==> config.mk <==
export PLATFORM = sky130hd
export DESIGN_NAME = primality_tester_32bit_top_flat
export DESIGN_NICKNAME = d
export VERILOG_FILES = /design/src/rtl/core/ptst_pkg.sv /design/src/rtl/core/ptst_if.sv /design/src/rtl/core/primality_tester_32bit_top.sv /design/src/rtl/core/ptst_rem.sv /design/src/rtl/core/ptst_dp.sv /design/src/rtl/core/ptst_ctrl.sv /design/src/flat_wrapper.sv
export SDC_FILE = /design/constraint.sdc
export NUM_CORES = 2
export LEC_CHECK = 0
export ABC_AREA = 1
export BUFFER_PORTS_ARGS = -buffer_cell sky130_fd_sc_hd__clkbuf_2
export CAP_MARGIN = 15
export CORE_UTILIZATION = 25
export DETAILED_ROUTE_END_ITERATION = 8
export HOLD_SLACK_MARGIN = 0.15
export PLACE_DENSITY_LB_ADDON = 0.08
export SYNTH_ARGS = -nofsm -noshare
export SYNTH_HDL_FRONTEND = slang
export SYNTH_SLANG_ARGS = --single-unit
==> constraint.sdc <==
create_clock -name clk -period 11 [get_ports clk]
set_input_delay 1.1 -clock clk [delete_from_list [all_inputs] [get_ports clk]]
set_output_delay 1.1 -clock clk [all_outputs]
set_load 0.01 [all_outputs]
==> src/rtl/core/ptst_pkg.sv <==
// Package for the 32-bit primality tester.
// Holds the controller/datapath command and status types and fixed constants.
// No dependencies.
package ptst_pkg;

  // Range limits that choose the test method
  localparam logic [30:0] SMALL_LIMIT = 31'd1373653;
  localparam logic [30:0] MID_LIMIT   = 31'd9080191;

  // Miller-Rabin witness bases
  localparam logic [30:0] BASE_M0 = 31'd31;
  localparam logic [30:0] BASE_M1 = 31'd73;
  localparam logic [30:0] BASE_L0 = 31'd2;
  localparam logic [30:0] BASE_L1 = 31'd7;
  localparam logic [30:0] BASE_L2 = 31'd61;

  // Bits fed to the remainder unit per operand kind
  localparam logic [5:0] REM_BITS_VAL  = 6'd31;
  localparam logic [5:0] REM_BITS_PROD = 6'd62;

  // Remainder unit operand selection
  typedef enum logic [1:0] {
    REM_DIVM = 2'd0,
    REM_DIVP = 2'd1,
    REM_PROD = 2'd2
  } rem_sel_t;

  // Multiplier operand selection
  typedef enum logic [1:0] {
    MUL_ACC_B = 2'd0,
    MUL_B_B   = 2'd1,
    MUL_X_X   = 2'd2
  } mul_sel_t;

  // Remainder write-back destination
  typedef enum logic [1:0] {
    WB_NONE = 2'd0,
    WB_ACC  = 2'd1,
    WB_B    = 2'd2,
    WB_X    = 2'd3
  } wb_sel_t;

  typedef struct packed {
    logic     load;
    logic     rem_start;
    rem_sel_t rem_sel;
    logic     mul_en;
    mul_sel_t mul_sel;
    wb_sel_t  wb_sel;
    logic     td_init;
    logic     td_step;
    logic     mr_init;
    logic     d_shift;
    logic     wit_init;
    logic     e_shift;
    logic     x_from_acc;
    logic     r_inc;
    logic     w_clear;
    logic     w_inc;
  } ptst_cmd_t;

  typedef struct packed {
    logic neg;
    logic lt2;
    logic two_three;
    logic even;
    logic mult3;
    logic lt_small;
    logic rem_done;
    logic rem_zero;
    logic rem_one;
    logic td_more;
    logic d_even;
    logic e_zero;
    logic e_odd;
    logic r_lt_s;
    logic x_one;
    logic x_vm1;
    logic w_last;
  } ptst_sts_t;

endpackage

==> src/rtl/core/ptst_if.sv <==
// Valid/ready channel interfaces of the primality tester.
// Depends on nothing; one interface per channel kind.
interface ptst_cand_if;
  logic               valid;
  logic               ready;
  logic signed [31:0] candidate;
  modport source (output valid, output candidate, input ready);
  modport sink   (input valid, input candidate, output ready);
endinterface

interface ptst_res_if;
  logic valid;
  logic ready;
  logic is_prime;
  modport source (output valid, output is_prime, input ready);
  modport sink   (input valid, input is_prime, output ready);
endinterface

==> src/rtl/core/primality_tester_32bit_top.sv <==
// Usage: one signed 32-bit candidate enters on in_ch (valid/ready); one
// transaction on out_ch carries is_prime for it, in order.
// Negative values, values below 2, even values and multiples of 3 (other
// than 2 and 3) are settled by the screening step.
// Below 1373653 trial division by 6k-1 and 6k+1 runs in the bit-serial
// remainder unit, at most 195 divisor pairs. Larger values run two or
// three Miller-Rabin witnesses; each modular product is one multiply plus
// a serial reduction of the 62-bit product, and a witness needs at most
// about 61 products.
// One candidate is processed at a time; the serial remainder unit sets the
// pace. in_ch.ready is high only while the core is idle, so the next
// candidate can be taken in the cycle after the previous verdict is registered.
// A finished verdict sits in the output register; a new candidate is taken
// while it waits, and a second verdict waits until out_ch is drained.
// Synchronous active-low reset returns the core to idle and drops out_ch.valid.
// Depends on ptst_pkg, ptst_if, ptst_ctrl, ptst_dp.
module primality_tester_32bit_top
  import ptst_pkg::*;
(
  input logic         clk,
  input logic         rst_n,
  ptst_cand_if.sink   in_ch,
  ptst_res_if.source  out_ch
);

  ptst_cmd_t cmd;
  ptst_sts_t sts;

  ptst_ctrl u_ctrl (
    .clk          (clk),
    .rst_n        (rst_n),
    .in_valid     (in_ch.valid),
    .in_ready     (in_ch.ready),
    .out_valid    (out_ch.valid),
    .out_ready    (out_ch.ready),
    .out_is_prime (out_ch.is_prime),
    .sts          (sts),
    .cmd          (cmd)
  );

  ptst_dp u_dp (
    .clk     (clk),
    .rst_n   (rst_n),
    .cand_in (in_ch.candidate),
    .cmd     (cmd),
    .sts     (sts)
  );

endmodule

==> src/rtl/core/ptst_rem.sv <==
// Bit-serial remainder unit: one quotient bit per cycle, up to 62 dividend bits.
// Standalone; used by ptst_dp for trial division and modular reduction.
module ptst_rem (
  input  logic        clk,
  input  logic        rst_n,
  input  logic        start,
  input  logic [61:0] dividend,
  input  logic [5:0]  nbits,
  input  logic [30:0] modulus,
  output logic        done,
  output logic [30:0] rem
);

  logic [61:0] x_r;
  logic [30:0] rem_r;
  logic [30:0] m_r;
  logic [5:0]  cnt_r;
  logic        busy_r;
  logic        done_r;
  logic [31:0] trial;
  logic [31:0] rem_nxt;

  // Shift in next dividend bit and subtract when it fits
  always_comb begin
    trial = {rem_r, x_r[61]};
    if (trial >= {1'b0, m_r}) begin
      rem_nxt = trial - {1'b0, m_r};
    end else begin
      rem_nxt = trial;
    end
  end

  // Control: count bits, pulse done on the last one
  always_ff @(posedge clk) begin
    if (!rst_n) begin
      busy_r <= 1'b0;
      done_r <= 1'b0;
      cnt_r  <= '0;
    end else begin
      done_r <= 1'b0;
      if (start) begin
        busy_r <= 1'b1;
        cnt_r  <= nbits;
      end else if (busy_r) begin
        cnt_r <= cnt_r - 6'd1;
        if (cnt_r == 6'd1) begin
          busy_r <= 1'b0;
          done_r <= 1'b1;
        end
      end
    end
  end

  // Payload
  always_ff @(posedge clk) begin
    if (start) begin
      x_r   <= dividend;
      m_r   <= modulus;
      rem_r <= '0;
    end else if (busy_r) begin
      x_r   <= {x_r[60:0], 1'b0};
      rem_r <= rem_nxt[30:0];
    end
  end

  assign done = done_r;
  assign rem  = rem_r;

endmodule

==> src/rtl/core/ptst_dp.sv <==
// Datapath of the primality tester: candidate, trial divisors, exponent,
// Miller-Rabin registers, multiplier and remainder unit. Uses ptst_pkg, ptst_rem.
module ptst_dp
  import ptst_pkg::*;
(
  input  logic        clk,
  input  logic        rst_n,
  input  logic [31:0] cand_in,
  input  ptst_cmd_t   cmd,
  output ptst_sts_t   sts
);

  logic [30:0] v_r;
  logic        neg_r;
  logic [61:0] p_r;
  logic [30:0] acc_r;
  logic [30:0] b_r;
  logic [30:0] x_r;
  logic [30:0] d_r;
  logic [30:0] e_r;
  logic [4:0]  s_r;
  logic [4:0]  r_r;
  logic [1:0]  w_r;
  logic [11:0] dm_r;
  logic [11:0] dp_r;
  logic [20:0] sq_r;

  logic [61:0] rem_x;
  logic [5:0]  rem_n;
  logic [30:0] rem_m;
  logic        rem_done;
  logic [30:0] rem_val;
  logic [30:0] op_a;
  logic [30:0] op_b;
  logic [30:0] base;
  logic        lt_mid;

  // Base-4 digits all weigh 1 mod 3, so their sum keeps the residue
  function automatic logic mult_of_three(logic [30:0] val);
    logic [31:0] ext;
    logic [5:0]  dsum;
    logic [3:0]  fsum;
    ext  = {1'b0, val};
    dsum = '0;
    for (int i = 0; i < 16; i++) begin
      dsum = dsum + 6'(ext[2*i +: 2]);
    end
    fsum = 4'(dsum[5:4]) + 4'(dsum[3:2]) + 4'(dsum[1:0]);
    return (fsum == 4'd0) || (fsum == 4'd3) || (fsum == 4'd6) || (fsum == 4'd9);
  endfunction

  assign lt_mid = v_r < MID_LIMIT;

  // Select witness base
  always_comb begin
    base = BASE_L0;
    if (lt_mid) begin
      base = (w_r == 2'd0) ? BASE_M0 : BASE_M1;
    end else begin
      case (w_r)
        2'd0:    base = BASE_L0;
        2'd1:    base = BASE_L1;
        default: base = BASE_L2;
      endcase
    end
  end

  // Select remainder operands
  always_comb begin
    rem_x = {v_r, 31'd0};
    rem_n = REM_BITS_VAL;
    rem_m = {19'd0, dm_r};
    unique case (cmd.rem_sel)
      REM_DIVM: rem_m = {19'd0, dm_r};
      REM_DIVP: rem_m = {19'd0, dp_r};
      REM_PROD: begin
        rem_x = p_r;
        rem_n = REM_BITS_PROD;
        rem_m = v_r;
      end
      default: ;
    endcase
  end

  // Select multiplier operands
  always_comb begin
    op_a = acc_r;
    op_b = b_r;
    case (cmd.mul_sel)
      MUL_ACC_B: begin op_a = acc_r; op_b = b_r; end
      MUL_B_B:   begin op_a = b_r;   op_b = b_r; end
      default:   begin op_a = x_r;   op_b = x_r; end
    endcase
  end

  ptst_rem u_rem (
    .clk      (clk),
    .rst_n    (rst_n),
    .start    (cmd.rem_start),
    .dividend (rem_x),
    .nbits    (rem_n),
    .modulus  (rem_m),
    .done     (rem_done),
    .rem      (rem_val)
  );

  // Hold candidate, trial-division and Miller-Rabin registers
  always_ff @(posedge clk) begin
    if (cmd.load) begin
      v_r   <= cand_in[30:0];
      neg_r <= cand_in[31];
    end
    if (cmd.mul_en) begin
      p_r <= 62'(op_a) * 62'(op_b);
    end
    if (cmd.td_init) begin
      dm_r <= 12'd5;
      dp_r <= 12'd7;
      sq_r <= 21'd24;
    end else if (cmd.td_step) begin
      dm_r <= dm_r + 12'd6;
      dp_r <= dp_r + 12'd6;
      sq_r <= sq_r + 21'(dm_r) * 21'd12 + 21'd36;
    end
    if (cmd.mr_init) begin
      d_r <= v_r - 31'd1;
      s_r <= '0;
    end else if (cmd.d_shift) begin
      d_r <= d_r >> 1;
      s_r <= s_r + 5'd1;
    end
    if (cmd.w_clear) begin
      w_r <= '0;
    end else if (cmd.w_inc) begin
      w_r <= w_r + 2'd1;
    end
    if (cmd.wit_init) begin
      acc_r <= 31'd1;
      b_r   <= base;
      e_r   <= d_r;
      r_r   <= '0;
    end else begin
      if (cmd.e_shift) e_r <= e_r >> 1;
      if (cmd.r_inc)   r_r <= r_r + 5'd1;
      if (cmd.x_from_acc) x_r <= acc_r;
      case (cmd.wb_sel)
        WB_ACC:  acc_r <= rem_val;
        WB_B:    b_r   <= rem_val;
        WB_X:    x_r   <= rem_val;
        default: ;
      endcase
    end
  end

  // Status towards the controller
  always_comb begin
    sts.neg       = neg_r;
    sts.lt2       = v_r < 31'd2;
    sts.two_three = (v_r == 31'd2) || (v_r == 31'd3);
    sts.even      = !v_r[0];
    sts.mult3     = mult_of_three(v_r);
    sts.lt_small  = v_r < SMALL_LIMIT;
    sts.rem_done  = rem_done;
    sts.rem_zero  = rem_val == 31'd0;
    sts.rem_one   = rem_val == 31'd1;
    sts.td_more   = {10'd0, sq_r} < v_r;
    sts.d_even    = !d_r[0];
    sts.e_zero    = e_r == 31'd0;
    sts.e_odd     = e_r[0];
    sts.r_lt_s    = r_r < s_r;
    sts.x_one     = x_r == 31'd1;
    sts.x_vm1     = x_r == (v_r - 31'd1);
    sts.w_last    = lt_mid ? (w_r == 2'd1) : (w_r == 2'd2);
  end

endmodule

==> src/rtl/core/ptst_ctrl.sv <==
// Controller of the primality tester: sequences screening, trial division and
// Miller-Rabin rounds; owns the result register. Uses ptst_pkg.
module ptst_ctrl
  import ptst_pkg::*;
(
  input  logic      clk,
  input  logic      rst_n,
  input  logic      in_valid,
  output logic      in_ready,
  output logic      out_valid,
  input  logic      out_ready,
  output logic      out_is_prime,
  input  ptst_sts_t sts,
  output ptst_cmd_t cmd
);

  typedef enum logic [15:0] {
    ST_IDLE  = 16'h0001,
    ST_CLASS = 16'h0002,
    ST_TDCHK = 16'h0004,
    ST_TDP   = 16'h0008,
    ST_TDM   = 16'h0010,
    ST_MRD   = 16'h0020,
    ST_WINIT = 16'h0040,
    ST_ECHK  = 16'h0080,
    ST_MULA  = 16'h0100,
    ST_WA    = 16'h0200,
    ST_MULB  = 16'h0400,
    ST_WB    = 16'h0800,
    ST_SQCHK = 16'h1000,
    ST_MULX  = 16'h2000,
    ST_WX    = 16'h4000,
    ST_FIN   = 16'h8000
  } state_t;

  state_t state_r, state_nxt;
  logic   res_r, res_nxt;
  logic   out_valid_r, out_valid_nxt;
  logic   out_res_r, out_res_nxt;

  // Next state and commands
  always_comb begin
    state_nxt     = state_r;
    res_nxt       = res_r;
    out_valid_nxt = out_valid_r;
    out_res_nxt   = out_res_r;
    cmd           = '0;
    cmd.rem_sel   = REM_DIVM;
    cmd.mul_sel   = MUL_ACC_B;
    cmd.wb_sel    = WB_NONE;
    if (out_valid_r && out_ready) out_valid_nxt = 1'b0;
    unique case (state_r)
      ST_IDLE: begin
        if (in_valid) begin
          cmd.load  = 1'b1;
          state_nxt = ST_CLASS;
        end
      end
      ST_CLASS: begin
        if (sts.neg || sts.lt2) begin
          res_nxt = 1'b0; state_nxt = ST_FIN;
        end else if (sts.two_three) begin
          res_nxt = 1'b1; state_nxt = ST_FIN;
        end else if (sts.even || sts.mult3) begin
          res_nxt = 1'b0; state_nxt = ST_FIN;
        end else if (sts.lt_small) begin
          cmd.td_init = 1'b1; state_nxt = ST_TDCHK;
        end else begin
          cmd.mr_init = 1'b1; state_nxt = ST_MRD;
        end
      end
      ST_TDCHK: begin
        if (!sts.td_more) begin
          res_nxt = 1'b1; state_nxt = ST_FIN;
        end else begin
          cmd.rem_start = 1'b1;
          cmd.rem_sel   = REM_DIVP;
          state_nxt     = ST_TDP;
        end
      end
      ST_TDP: begin
        if (sts.rem_done) begin
          if (sts.rem_zero) begin
            res_nxt = 1'b0; state_nxt = ST_FIN;
          end else begin
            cmd.rem_start = 1'b1;
            cmd.rem_sel   = REM_DIVM;
            state_nxt     = ST_TDM;
          end
        end
      end
      ST_TDM: begin
        if (sts.rem_done) begin
          if (sts.rem_zero) begin
            res_nxt = 1'b0; state_nxt = ST_FIN;
          end else begin
            cmd.td_step = 1'b1; state_nxt = ST_TDCHK;
          end
        end
      end
      // Strip factors of two from v-1
      ST_MRD: begin
        if (sts.d_even) begin
          cmd.d_shift = 1'b1;
        end else begin
          cmd.w_clear = 1'b1; state_nxt = ST_WINIT;
        end
      end
      ST_WINIT: begin
        cmd.wit_init = 1'b1; state_nxt = ST_ECHK;
      end
      // Square-and-multiply over the odd exponent
      ST_ECHK: begin
        if (sts.e_zero) begin
          cmd.x_from_acc = 1'b1; state_nxt = ST_SQCHK;
        end else if (sts.e_odd) begin
          cmd.mul_en = 1'b1; cmd.mul_sel = MUL_ACC_B; state_nxt = ST_MULA;
        end else begin
          cmd.mul_en = 1'b1; cmd.mul_sel = MUL_B_B; state_nxt = ST_MULB;
        end
      end
      ST_MULA: begin
        cmd.rem_start = 1'b1; cmd.rem_sel = REM_PROD; state_nxt = ST_WA;
      end
      ST_WA: begin
        if (sts.rem_done) begin
          cmd.wb_sel  = WB_ACC;
          cmd.mul_en  = 1'b1;
          cmd.mul_sel = MUL_B_B;
          state_nxt   = ST_MULB;
        end
      end
      ST_MULB: begin
        cmd.rem_start = 1'b1; cmd.rem_sel = REM_PROD; state_nxt = ST_WB;
      end
      ST_WB: begin
        if (sts.rem_done) begin
          cmd.wb_sel  = WB_B;
          cmd.e_shift = 1'b1;
          state_nxt   = ST_ECHK;
        end
      end
      // Repeated squaring of the witness value
      ST_SQCHK: begin
        if (sts.r_lt_s) begin
          cmd.mul_en = 1'b1; cmd.mul_sel = MUL_X_X; state_nxt = ST_MULX;
        end else if (!sts.x_one) begin
          res_nxt = 1'b0; state_nxt = ST_FIN;
        end else if (sts.w_last) begin
          res_nxt = 1'b1; state_nxt = ST_FIN;
        end else begin
          cmd.w_inc = 1'b1; state_nxt = ST_WINIT;
        end
      end
      ST_MULX: begin
        cmd.rem_start = 1'b1; cmd.rem_sel = REM_PROD; state_nxt = ST_WX;
      end
      ST_WX: begin
        if (sts.rem_done) begin
          if (sts.rem_one && !sts.x_one && !sts.x_vm1) begin
            res_nxt = 1'b0; state_nxt = ST_FIN;
          end else begin
            cmd.wb_sel = WB_X; cmd.r_inc = 1'b1; state_nxt = ST_SQCHK;
          end
        end
      end
      // Hand the verdict to the output register once it is free
      ST_FIN: begin
        if (!out_valid_r || out_ready) begin
          out_valid_nxt = 1'b1;
          out_res_nxt   = res_r;
          state_nxt     = ST_IDLE;
        end
      end
      default: state_nxt = ST_IDLE;
    endcase
  end

  always_ff @(posedge clk) begin
    if (!rst_n) begin
      state_r     <= ST_IDLE;
      out_valid_r <= 1'b0;
    end else begin
      state_r     <= state_nxt;
      out_valid_r <= out_valid_nxt;
    end
  end

  always_ff @(posedge clk) begin
    res_r     <= res_nxt;
    out_res_r <= out_res_nxt;
  end

  assign in_ready     = state_r == ST_IDLE;
  assign out_valid    = out_valid_r;
  assign out_is_prime = out_res_r;

`ifndef SYNTHESIS
  a_no_rem_in_idle: assert property (@(posedge clk) disable iff (!rst_n)
    (state_r == ST_IDLE) |-> !sts.rem_done)
    else $error("remainder completion while idle");
  a_rem_multicycle: assert property (@(posedge clk) disable iff (!rst_n)
    cmd.rem_start |=> !sts.rem_done)
    else $error("remainder finished in one cycle");
  a_exp_to_square: assert property (@(posedge clk) disable iff (!rst_n)
    (state_r == ST_ECHK) && sts.e_zero |=> (state_r == ST_SQCHK))
    else $error("exponent done without entering squaring");
  a_fin_from_work: assert property (@(posedge clk) disable iff (!rst_n)
    (state_r == ST_FIN) && $past(state_r != ST_FIN) |-> !$past(state_r == ST_IDLE))
    else $error("verdict without processing");
`endif

endmodule

==> src/flat_wrapper.sv <==
// flat-port wrapper written by rule: the top's interface ports become plain ports
module primality_tester_32bit_top_flat import ptst_pkg::*;
  (clk, rst_n, in_ch_valid, in_ch_candidate, in_ch_ready, out_ch_valid, out_ch_is_prime, out_ch_ready);
  ptst_cand_if in_ch_i ();
  ptst_res_if out_ch_i ();
  input logic clk;
  input logic rst_n;
  input wire logic [$bits(in_ch_i.valid)-1:0] in_ch_valid;
  input wire logic [$bits(in_ch_i.candidate)-1:0] in_ch_candidate;
  output wire logic [$bits(in_ch_i.ready)-1:0] in_ch_ready;
  output wire logic [$bits(out_ch_i.valid)-1:0] out_ch_valid;
  output wire logic [$bits(out_ch_i.is_prime)-1:0] out_ch_is_prime;
  input wire logic [$bits(out_ch_i.ready)-1:0] out_ch_ready;
  assign in_ch_i.valid = in_ch_valid;
  assign in_ch_i.candidate = in_ch_candidate;
  assign in_ch_ready = in_ch_i.ready;
  assign out_ch_valid = out_ch_i.valid;
  assign out_ch_is_prime = out_ch_i.is_prime;
  assign out_ch_i.ready = out_ch_ready;
  primality_tester_32bit_top u_core (.clk(clk), .rst_n(rst_n), .in_ch(in_ch_i), .out_ch(out_ch_i));
endmodule
==> metrics.yaml <==
setup_path:
  cp.required_ns: 11.40
  rr_endpoint: "u_core.u_dp.p_r[60]"
  worst-r2r-setup-slack_ns: 0.72
  critPathLaunchType: "flop"
  slowest_delay_ns: 0.58
  cpMostUsedCell: "fa_1"
  end_kind: "flop"
  cpMaxStageDelayCell: "fa_1"
  path_delay_family: "adder cells"
  rr_startpoint: "u_core.u_dp.s_r[1]"
  crit_arrival_ns: 10.68
  crit_type: "reg2reg"
  r2r_cells: 40
  cp_num_buf_inv: 11
  path_max_fanout: 29
global_routing:
  grt_pass1_vias: 47900
  grt_usage_pct: 21.7
  grt_max_degree: 68
  grt-ovfl-total: 0
  grt_antenna_before_repair: 8
  grt_pass1_wl_mm: 355
min_path:
  hold_class: "reg2reg"
  min_to: "u_core.u_ctrl.out_is_prime"
  worstHoldPathCells: 0
  min_from: "u_core.u_ctrl.res_r"
timing:
  drv_slew: 0
  rsz0062_at_grt: "false"
  tns_ns: 0
  relSlewSlack_pct: 30.6
  min_period_ns: 10.28
  hold_ws_ns: 0.441
  max_freq_mhz: 97.2
  clock_skew_ns: 0.102
  hold_violations: 0
  setup_viol: 0
  min_period_over_period_pct: 93.5
  tightest_slew_ns: 1.04
route:
  viasPerCell: 4.63
  drtIter0Drc: 3462
  dr.pass1.iters: 6
  vias: 45600
  drc_errors: 0
  antenna_left: 0
  wl_mm: 247
  wl_per_cell_um: 25.1
pwr:
  p_switching_mw: 3.68
  switching_share_pct: 43.4
  finalPower_mw: 8.47
  leakagePower_nw: 29.1
  vdd_drop_max_mv: 1.25
  pwr-share-seq_pct: 25.0
  p_clk_share_pct: 24.6
  combPwrFrac_pct: 50.5
  power.internal_mw: 4.79
  p_per_area_mw_per_mm2: 135
place:
  place.gp.congestion: 0.955
  port-buffer-count: 38
  dp_hpwl_mm: 201
  placed_cell_area_mm2: 0.0606
floorplanning:
  num_rows: 174
  die_h_um: 477
  dieArea_mm2: 0.228
  ios: 39
  core_area_mm2: 0.225
  die_x_um: 477
  start_util_pct: 25.1
logic_synthesis:
  syn_avg_cell_area_um2: 8.33
  synthDistinctLibCells: 62
  netlist_area_mm2: 0.0565
  synth.top_cell.area_share_pct: 30.7
  ys_dominant_reg_cell: "edfxtp_1"
  synth_nets: 8053
  ys_top_cells_by_area: "fa_1 (31%), edfxtp_1 (17%), nand2_1 (9.3%)"
  synthCells: 6777
  yosys_warnings: 0
  seq_area_frac_synth_pct: 21.6
  synth_area_leader_cell: "fa_1"
  synth_edf_count: 313
  yosys_register_bits: 452
  ys_async_sr_fraction_pct: 0
final_layout:
  stdcell_area_mm2: 0.0627
  n_fill_cell: 24500
  post-route-util_pct: 27.9
  drive_gt1_share_pct: 6.32
  fin_nets: 8083
  syn_to_final_growth_pct: 11.1
clock_network:
  cts_buffer_depth: 3
  cts_buffers: 60
  htreeDepth: 2
  clock_latency_ns: 0.74
  cts_num_sinks: 452
  cts_tree: "built"
  cts-root-buf: "clkbuf_16"
  cts_setup_buffers: 0
  clk_pin_slew_ns: 0.07
job:
  maxCapViolCount: 0
status:
  status: "finished clean"
cells by family (layout without fill, tap and decap cells):
family	count (synthesis)	after routing	synth area share, %
adder cells (fa/ha/maj)	1240	1240	39.0
flip-flops	452	452	21.6
buffers and inverters	1636	1714	11.4
AND/OR/NAND/NOR	2609	2609	18.7
XOR/XNOR	123	123	1.93
other	0	2	0
AO/OA/AOI/OAI	717	717	7.41
stage by stage:
step | setup WS [ns] | instances
after floorplan | 2.53 | 6777
after global placement | 0.416 | 9737
after detailed placement | 0.575 | 9737
after CTS | 0.513 | 9847
after global routing | 0.115 | 9848
final | 0.715 | 9849
worst register-to-register path, delay by kind of cell (launching register included):
kind            cells  cell delay [ns]
fa+ha+maj          10             4.76
buf+inv            11             1.98
compound gates      9             1.66
simple gates        9             0.98
flops               1             0.39
xor+xnor            1             0.16
registers in the layout (all words and copies together), names as in the netlist, 2 cells and up:
register                 count
u_core.u_dp.p_r             62
u_core.u_dp.u_rem.x_r       62
u_core.u_dp.acc_r           31
u_core.u_dp.b_r             31
u_core.u_dp.d_r             31
u_core.u_dp.e_r             31
u_core.u_dp.u_rem.m_r       31
u_core.u_dp.u_rem.rem       31
u_core.u_dp.v_r             31
u_core.u_dp.x_r             31
u_core.u_dp.sq_r            18
u_core.u_ctrl.state_r       16
u_core.u_dp.dm_r            11
u_core.u_dp.dp_r            11
u_core.u_dp.u_rem.cnt_r      6
u_core.u_dp.r_r              5
u_core.u_dp.s_r              5
u_core.u_dp.w_r              2
how the worst max path moves through the flow:
stage                                        start                  end  slack (ns)  depth (start not counted)
after floorplan                 u_core.u_dp.s_r[1]  u_core.u_dp.p_r[60]        2.53                         43
after detailed placement        u_core.u_dp.e_r[5]  u_core.u_dp.p_r[60]        0.57                         36
final                           u_core.u_dp.s_r[1]  u_core.u_dp.p_r[60]        0.72                         40
after CTS                       u_core.u_dp.s_r[1]  u_core.u_dp.p_r[60]        0.51                         44
after global routing      u_core.u_ctrl.state_r[8]  u_core.u_dp.p_r[56]        0.12                         37
after global placement          u_core.u_dp.e_r[5]  u_core.u_dp.p_r[60]        0.42                         36
routing by layer:
| layer | up-vias | global-route usage, % | wire length (um) |
|---|---|---|---|
| li1 | 20900 | - | - |
| met1 | 23300 | 31.9 | 121000 |
| met2 | 1162 | 34.0 | 110000 |
| met3 | 187 | 2.53 | 12100 |
| met4 | 2 | 4.43 | 5110 |
| met5 | - | 0 | 12 |
synth_stat cells (22+ instances only):
cell / count
buf_2: 111
clkbuf_1: 93
ha_1: 373
a31oi_1: 22
o21ai_1: 33
dfxtp_1: 139
o211ai_1: 66
nor3_1: 47
inv_2: 44
nor4_1: 32
nor2_1: 830
nand4_1: 66
nand2_1: 1399
inv_1: 1348
fa_1: 867
nor2_2: 26
a21oi_1: 237
edfxtp_1: 313
xnor2_1: 46
o21ai_0: 248
xor2_1: 76
nand3_1: 173
placed cells by master (no fill, tap or decap), types with 32 or more instances in the layout:
| cell type | n |
|---|---|
| a21oi_1 | 233 |
| buf_4 | 158 |
| clkbuf_16 | 61 |
| clkbuf_2 | 38 |
| dfxtp_1 | 139 |
| edfxtp_1 | 313 |
| fa_1 | 867 |
| ha_1 | 373 |
| inv_1 | 1346 |
| inv_2 | 44 |
| nand2_1 | 1397 |
| nand3_1 | 173 |
| nand4_1 | 66 |
| nor2_1 | 827 |
| nor3_1 | 47 |
| nor4_1 | 32 |
| o211ai_1 | 66 |
| o21ai_0 | 246 |
| o21ai_1 | 33 |
| xnor2_1 | 46 |
| xor2_1 | 76 |
what timing repair did:
action	CTS	global route
gates resized for setup	0	1
setup endpoints to repair	0	1
hold buffers	0	0
area by class of cell:
class / count / area [um^2] / share of cell area (%)
antenna: 2 / 5.00 / 0.00798
clock buffer: 73 / 1590 / 2.54
clock inverter: 37 / 483 / 0.770
inverter: 1401 / 5270 / 8.40
multi-input combinational: 4689 / 37900 / 60.5
sequential: 452 / 12200 / 19.4
tap: 2992 / 3740 / 5.97
timing repair buffer: 203 / 1510 / 2.40
power by group through the flow:
stage | Sequential [mW] | Combinational [mW] | Clock (mW)
6_report | 2.11 | 4.27 | 2.08
5_1_grt | 2.12 | 4.86 | 2.22
4_1_cts | 2.10 | 4.18 | 2.16
3_5_place_dp | 2.13 | 4.16 | 0
3_3_place_gp | 2.14 | 4.08 | 0
2_1_floorplan | 2.09 | 2.82 | 0
Power figures use the tool's default switching activity.
